File: src/design/gls_pkg.sv
// ----------------------------------------------------------------------------
// gls_pkg
// Shared constants, types and tables for the grouped log-sum-exp block.
// ----------------------------------------------------------------------------
`default_nettype none

package gls_pkg;

  localparam int unsigned Groups   = 64;
  localparam int unsigned GroupW   = 6;
  localparam int unsigned ValueW   = 24;
  localparam int unsigned SumW     = 32;
  localparam int unsigned QueueLen = 2;

  localparam logic [31:0] OneQ16  = 32'd65536;
  localparam logic [16:0] Log2eQ16 = 17'd94548;
  localparam logic [15:0] Ln2Q16   = 16'd45426;

  typedef struct packed {
    logic signed [ValueW-1:0] value;
    logic [GroupW-1:0]        group;
    logic                     first;
    logic                     last;
  } item_t;

  function automatic logic [16:0] pow2_frac(input logic [3:0] k);
    logic [16:0] r;
    begin
      case (k)
        4'd0:    r = 17'd65536;
        4'd1:    r = 17'd62757;
        4'd2:    r = 17'd60097;
        4'd3:    r = 17'd57549;
        4'd4:    r = 17'd55109;
        4'd5:    r = 17'd52773;
        4'd6:    r = 17'd50535;
        4'd7:    r = 17'd48393;
        4'd8:    r = 17'd46341;
        4'd9:    r = 17'd44376;
        4'd10:   r = 17'd42495;
        4'd11:   r = 17'd40693;
        4'd12:   r = 17'd38968;
        4'd13:   r = 17'd37316;
        4'd14:   r = 17'd35734;
        4'd15:   r = 17'd34219;
        default: r = 17'd0;
      endcase
      return r;
    end
  endfunction

endpackage

`default_nettype wire

File: src/design/gls_front.sv
// ----------------------------------------------------------------------------
// gls_front
// Accepts input words, drops those for groups out of range and queues the
// rest for the back end.
// ----------------------------------------------------------------------------
`default_nettype none

module gls_front
  import gls_pkg::*;
(
  input  wire logic                     clk_i,
  input  wire logic                     rst_ni,
  input  wire logic                     in_valid_i,
  output logic                          in_stall_o,
  input  wire logic signed [ValueW-1:0] sample_value_i,
  input  wire logic [GroupW-1:0]        group_index_i,
  input  wire logic                     first_of_group_i,
  input  wire logic                     last_of_group_i,
  output logic                          q_valid_o,
  output item_t                         q_item_o,
  input  wire logic                     q_pop_i
);

  item_t       slot_q [QueueLen];
  logic        wr_ptr_q, rd_ptr_q;
  logic [1:0]  count_q;
  logic        accept, in_range, push;

  assign in_stall_o = (count_q == 2'(QueueLen));
  assign accept     = in_valid_i && !in_stall_o;
  assign in_range   = ({1'b0, group_index_i} < (GroupW+1)'(Groups));
  assign push       = accept && in_range;
  assign q_valid_o  = (count_q != 2'd0);
  assign q_item_o   = slot_q[rd_ptr_q];

  always_ff @(posedge clk_i) begin
    if (push) begin
      slot_q[wr_ptr_q] <= '{value: sample_value_i, group: group_index_i,
                            first: first_of_group_i, last: last_of_group_i};
    end
  end

  always_ff @(posedge clk_i or negedge rst_ni) begin
    if (!rst_ni) begin
      wr_ptr_q <= 1'b0;
      rd_ptr_q <= 1'b0;
      count_q  <= 2'd0;
    end else begin
      if (push) wr_ptr_q <= !wr_ptr_q;
      if (q_pop_i) rd_ptr_q <= !rd_ptr_q;
      count_q <= count_q + 2'(push) - 2'(q_pop_i);
    end
  end

endmodule

`default_nettype wire

File: config.mk
export PLATFORM = sky130hd
export DESIGN_NAME = gls_front
export DESIGN_NICKNAME = d
export VERILOG_FILES = /design/src/design/gls_pkg.sv /design/src/design/gls_front.sv
export SDC_FILE = /design/constraint.sdc
export NUM_CORES = 1
export LEC_CHECK = 0
export ABC_AREA = 1
export BUFFER_PORTS_ARGS = -buffer_cell sky130_fd_sc_hd__buf_2
export CORE_MARGIN = 1
export CORE_UTILIZATION = 45
export DETAILED_ROUTE_END_ITERATION = 12
export GPL_TIMING_DRIVEN = 0
export PLACE_DENSITY = 0.81
export SLEW_MARGIN = 0
export SYNTH_ARGS = -nofsm -noshare
export SYNTH_HDL_FRONTEND = slang
export SYNTH_SLANG_ARGS = --single-unit
File: constraint.sdc
create_clock -name clk_i -period 2.5 [get_ports clk_i]
set_clock_uncertainty 0.15 [all_clocks]
set_input_delay 0.5 -clock clk_i [delete_from_list [all_inputs] [get_ports clk_i]]
set_output_delay 0.5 -clock clk_i [all_outputs]
set_load 0.01 [all_outputs]
==> flow_summary.ini, run 1 <==
[route]
remaining_drc_errors = 0
first_pass_iters = 4
wl_per_cell_microns = 11.4
vias_per_cell = 4.52
drt-initial-drc-count = 53
final_antenna_net_count = 0
wl_microns = 4050
vias = 1599

[global_routing]
overflow = 0
met2_usage_pct = 26.0
grt_max_degree = 33
first_global_vias = 1537
grtUsageMet3_pct = 3.77
antenna_found_initial = 0
use_met1_pct = 15.5
grt_pass1_wl_microns = 6710
grtUsageTotal_pct = 14.9
top_usage_layer = met2

[critical_path]
worst_ep_arrival_time_ps = 1320
r2r_slack_ps = 610
crit_slowest_cell = dfrtp_1
r2r_end = slot_q[1][20]
path_common_cell = buf_6
crit_family = buffers and inverters
crit_buf_inv = 3
cp_max_fo = 10
slowest_delay_ps = 390
worstReg2RegStart = count_q[1]
critical_path_class = flip-flop to output pin
cp_cell_sequence = buf_6, buf_6, nand2_1, o21ai_0, buf_2
start_kind = flip-flop
cp_data_required_time_ps = 1850
endpoint_kind = output pin
r2r_cells = 3

[clock_tree]
ctsResizeCount = 0
cts_root_buffer = clkbuf_8
ctsHoldBuffers = 1
cts_tree = done
ctsLongestPathBuffers = 2
cts_sinks = 68
cts_buffers = 9
cts.clk_slew.worst_paths_ps = 70
h-tree-depth = 3
clk_latency_ps = 330
postCtsSetupBuffers = 0

[placed_design]
port_buffers = 69
dp_hpwl_microns = 2690
post-place-cells = 336
gp_congestion = 0.675

[timing]
fin_crit_ps = 1970
rsz0062_at_grt = no
tightest_slew_ps = 890
setup_violations = 0
setup-tns-final_ps = 0
slew_headroom_pct = 40.5
holdWs_ps = 206
slew_viol_final = 0
fin_crit_sh_pct = 78.6
hold_violations = 0
fmax_ghz = 0.509

[die]
core_area_sq_um = 5680
dieArea_sq_um = 6350
placementRows = 27
die_y_microns = 79.7
boundaryPins = 70
initial_core_util_pct = 47.8
die_x_microns = 79.7

[outcome]
status = finished, final reports clean

[hold_path]
holdCritPathClass = input pin to flip-flop
min_from = group_index_i[0]
holdPathStages = 1
whs_endpoint = slot_q[1][2]

[yosys]
synth-seq-cells = 68
ys_warn_count = 0
seq_area_frac_synth_pct = 74.5
synthesis.nets = 233
syn_area_per_cell_sq_um = 13.9
ys_types = 13
syn_area_sq_um = 2710
syn_inst = 195

[power]
p_total_w = 0.00405
p_leak_nw = 1.51
vdd_ir_drop_max_mv = 0.710
power_density_nw_per_um2 = 1180

[layout]
final_nets = 315
layout_commonest_cell = buf_2
fillCellCount = 448
area_delta_synth_final_pct = 26.2
most-common-layout-cells = 69 x buf_2, 64 x edfxtp_1, 42 x nand2_1, 40 x inv_1, 27 x o21ai_2
final_cells = 354
n_antenna_cell = 0
drive_gt1_share_pct = 41.8

[flow_run]
max-cap-violations = 0
through the flow:
| step | utilization, % | setup WS, ps | instance area [sq um] |
|---|---|---|---|
| 6_report | 60.3 | 534 | 3420 |
| 3_3_place_gp | 55.5 | 21.0 | 3150 |
| 2_1_floorplan | - | 518 | 2720 |
| 4_1_cts | 59.9 | 373 | 3400 |
| 5_1_grt | 60.3 | 440 | 3420 |
| 3_5_place_dp | 55.6 | 298 | 3160 |
routing by layer:
metal / wire length, microns / vias to the layer above
li1: - / 814
met1: 1660 / 728
met2: 2080 / 47
met3: 213 / 10
met4: 96 / 0
met5: 0 / -
layout make-up:
cell class                 instances  area [sq um]  share of cell area [%]
clock inverter                     6           103                    3.00
tap                               72          90.1                    2.63
buffer                             7          75.1                    2.19
clock buffer                      10           128                    3.73
multi-input combinational         80           474                    13.8
sequential                        68          2020                    59.0
timing repair buffer              71           383                    11.2
inverter                          40           150                    4.38
state kept, by name, summed over array words and instances (netlist names):
| name | cells |
|---|---|
| slot_q | 64 |
| count_q | 2 |
| wr_ptr_q | 1 |
| rd_ptr_q | 1 |
logic make-up after synthesis:
| kind of cell | after synthesis | synth area share [%] |
|---|---|---|
| flops | 68 | 74.5 |
| buf+inv | 47 | 8.30 |
| simple gates | 45 | 6.32 |
| compound gates | 32 | 9.64 |
| fa+ha+maj | 2 | 0.922 |
| xor+xnor | 1 | 0.323 |
worst max path at each step:
stage / cells after the start / end / start
5_1_grt: 3 / slot_q[1][20] / count_q[1]
4_1_cts: 3 / slot_q[0][20] / count_q[1]
3_3_place_gp: 3 / slot_q[1][14] / in_valid_i
6_report: 5 / q_item_o[0] / rd_ptr_q
2_1_floorplan: 2 / slot_q[1][0] / in_valid_i
3_5_place_dp: 3 / slot_q[0][13] / in_valid_i
worst reg2reg max path: cells and delay by family (launching register included):
family	cells	cell delay (ps)
AND/OR/NAND/NOR	3	940
flip-flops	1	400
cell usage after synthesis, drive strengths merged:
| cell | n | area [sq um] |
|---|---|---|
| o21ai | 32 | 262 |
| nand3 | 2 | 10.0 |
| dfrtp | 4 | 100 |
| buf | 7 | 75.1 |
| inv | 40 | 150 |
| nor2 | 1 | 3.75 |
| ha | 2 | 25.0 |
| xor2 | 1 | 8.76 |
| nand2 | 42 | 158 |
| edfxtp | 64 | 1920 |
power by group:
| group | switching, W | leakage (nW) | internal (W) |
|---|---|---|---|
| Clock | 0.000372 | 0.115 | 0.000654 |
| Sequential | 0.0000651 | 0.643 | 0.00156 |
| Combinational | 0.000842 | 0.754 | 0.000563 |
Note: power is estimated with default switching activity, not from simulation.
==> inputs of run 2 (changes only) <==
clock period = 1.7 ns   (was 2.5 ns; I/O delays follow)
==> run 2 against run 1 <==
  * The flow now finishes with violations (setup timing)
  * Critical path type unchanged
  * Total power is 57% higher
  * Worst hold slack worse by 160 ps
  * Global-route usage is 2.3 points higher
  * Non-clock buffer count is 11 higher
  * Flip-flop and latch count stayed put
  * Largest cell class unchanged
  * Highest routed layer unchanged
  * Wire length is 23% higher
  * Combinational power is 96% higher
==> flow_summary.ini, run 2 (same netlist as run 1, synthesis figures left out) <==
[critical_path]
r2r_end = count_q[1]
r2r_cells = 8
endpoint_kind = output pin
worst_ep_arrival_time_ps = 1330
cp_data_required_time_ps = 1210
critical_path_class = flip-flop to output pin
cp_cell_sequence = buf_4, buf_4, o21ai_2, buf_2
path_common_cell = buf_4
r2r_slack_ps = 90
slowest_delay_ps = 420
crit_slowest_cell = dfrtp_1
worstReg2RegStart = count_q[1]
cp_max_fo = 5
start_kind = flip-flop

[hold_path]
min_from = sample_value_i[8]
holdPathStages = 1
whs_endpoint = slot_q[1][16]
holdCritPathClass = input pin to flip-flop

[route]
vias = 1725
remaining_drc_errors = 0
final_antenna_net_count = 0
first_pass_iters = 4
wl_per_cell_microns = 13.5
wl_microns = 4970
drt-initial-drc-count = 87
vias_per_cell = 4.70

[layout]
largest_register = slot_q
drive_gt1_share_pct = 48.1
most-common-layout-cells = 69 x buf_2, 64 x edfxtp_1, 39 x inv_1, 37 x nand2_1, 31 x o21ai_2
final_nets = 328
final-seq-area_sq_um = 2020
n_antenna_cell = 0
fillCellCount = 445
area_delta_synth_final_pct = 34.8
final_cells = 367
layout_commonest_cell = buf_2
top_regs = slot_q x64, count_q x2
largest_register_ff_count = 64
multiInputGateArea_sq_um = 523

[clock_tree]
cts_tree = done
h-tree-depth = 3
cts_sinks = 68
cts_buffers = 9
clk_latency_ps = 330
ctsLongestPathBuffers = 2
cts_root_buffer = clkbuf_8
cts.clk_slew.worst_paths_ps = 70

[die]
initial_core_util_pct = 47.8
placementRows = 27
die_x_microns = 79.7
die_y_microns = 79.7
boundaryPins = 70
core_area_sq_um = 5680
dieArea_sq_um = 6350

[power]
p_leak_nw = 1.60
power_density_nw_per_um2 = 1750
p_total_w = 0.00638
vdd_ir_drop_max_mv = 1.14

[global_routing]
overflow = 0
grtUsageTotal_pct = 17.2
grt_max_degree = 17
first_global_vias = 1713
grt_pass1_wl_microns = 7780
antenna_found_initial = 0

[outcome]
violations = setup timing
status = finished, violations left

[timing]
slew_headroom_pct = 82.6
slew_viol_final = 0
tightest_slew_ps = 260
hold_violations = 0
setup_violations = 32
fmax_ghz = 0.549
fin_crit_ps = 1820
fin_ws_ps = -122
rsz0062_at_grt = yes
fin_crit_sh_pct = 107
holdWs_ps = 45.3

[placed_design]
gp_congestion = 0.697
port_buffers = 69
post-place-cells = 336
dp_hpwl_microns = 2900

[flow_run]
max-cap-violations = 0
-- run 2: cell count changes in the layout (fill, tap and decap cells not counted), moves of 2 or more --
| cell | change |
|---|---|
| o21ai_2 | +4 |
| bufinv_16 | -2 |
| o21ai_0 | -4 |
| buf_6 | -4 |
| nand2_2 | +4 |
| clkinvlp_4 | +3 |
| buf_12 | +10 |
| buf_4 | +3 |
| nand2_1 | -5 |
-- run 2: per-stage QoR --
step,util (%),TNS (ps),setup WS (ps),instance area (sq um)
floorplan,-,0,77.2,2730
global placement,55.7,-15330,-244,3160
detailed placement,55.7,-15520,-249,3160
CTS,63.8,-3250,-111,3620
global route,64.4,-4940,-175,3660
finish,64.4,-3180,-122,3660
-- run 2: area by class of cell --
type                    count  area share [%]
inverters                  40            4.21
clock buffers              10            3.49
clock inverters             6            1.51
repair inverters            1           0.205
well taps                  72            2.46
flip-flops and latches     68            55.3
repair buffers             82            15.1
multi-input cells          81            14.3
plain buffers               7            3.46
-- run 2: worst max path at each step --
stage	startpoint	end	slack [ps]	cells after the start
6_report	rd_ptr_q	q_item_o[31]	-120	4
5_1_grt	rd_ptr_q	q_item_o[15]	-180	5
4_1_cts	rd_ptr_q	q_item_o[25]	-110	4
3_5_place_dp	count_q[0]	slot_q[0][18]	-250	4
3_3_place_gp	count_q[1]	slot_q[1][17]	-240	3
2_1_floorplan	count_q[1]	slot_q[1][0]	80	3
-- run 2: layer usage --
metal  vias up  global-route usage (%)  part of all wire [%]
li1        847                       -                     -
met1       821                    19.3                    40
met2        46                    30.1                    53
met3        11                    4.00                   4.3
met4         0                    9.27                   1.9
met5         -                       0                     0
-- run 2: timing repair --
item	CTS	global route
endpoints found under the setup margin	95	65
pin swaps	14	0
hold buffers	1	0
resized for setup	26	8
buffers inserted	8	0
cloned	6	0
hold endpoints to repair	4	0
-- run 2: power breakdown --
part	switching (W)	total, W	internal, W
clock network	0.000555	0.00122	0.000662
registers	0.000109	0.00240	0.00229
logic	0.00147	0.00277	0.00130
total	0.00213	0.00638	0.00425
-- run 2: worst max-delay path, delay by kind of cell (launching register included) --
family / cells / cell delay (ps)
flops: 1 / 420
compound gates: 1 / 120
buf+inv: 3 / 470
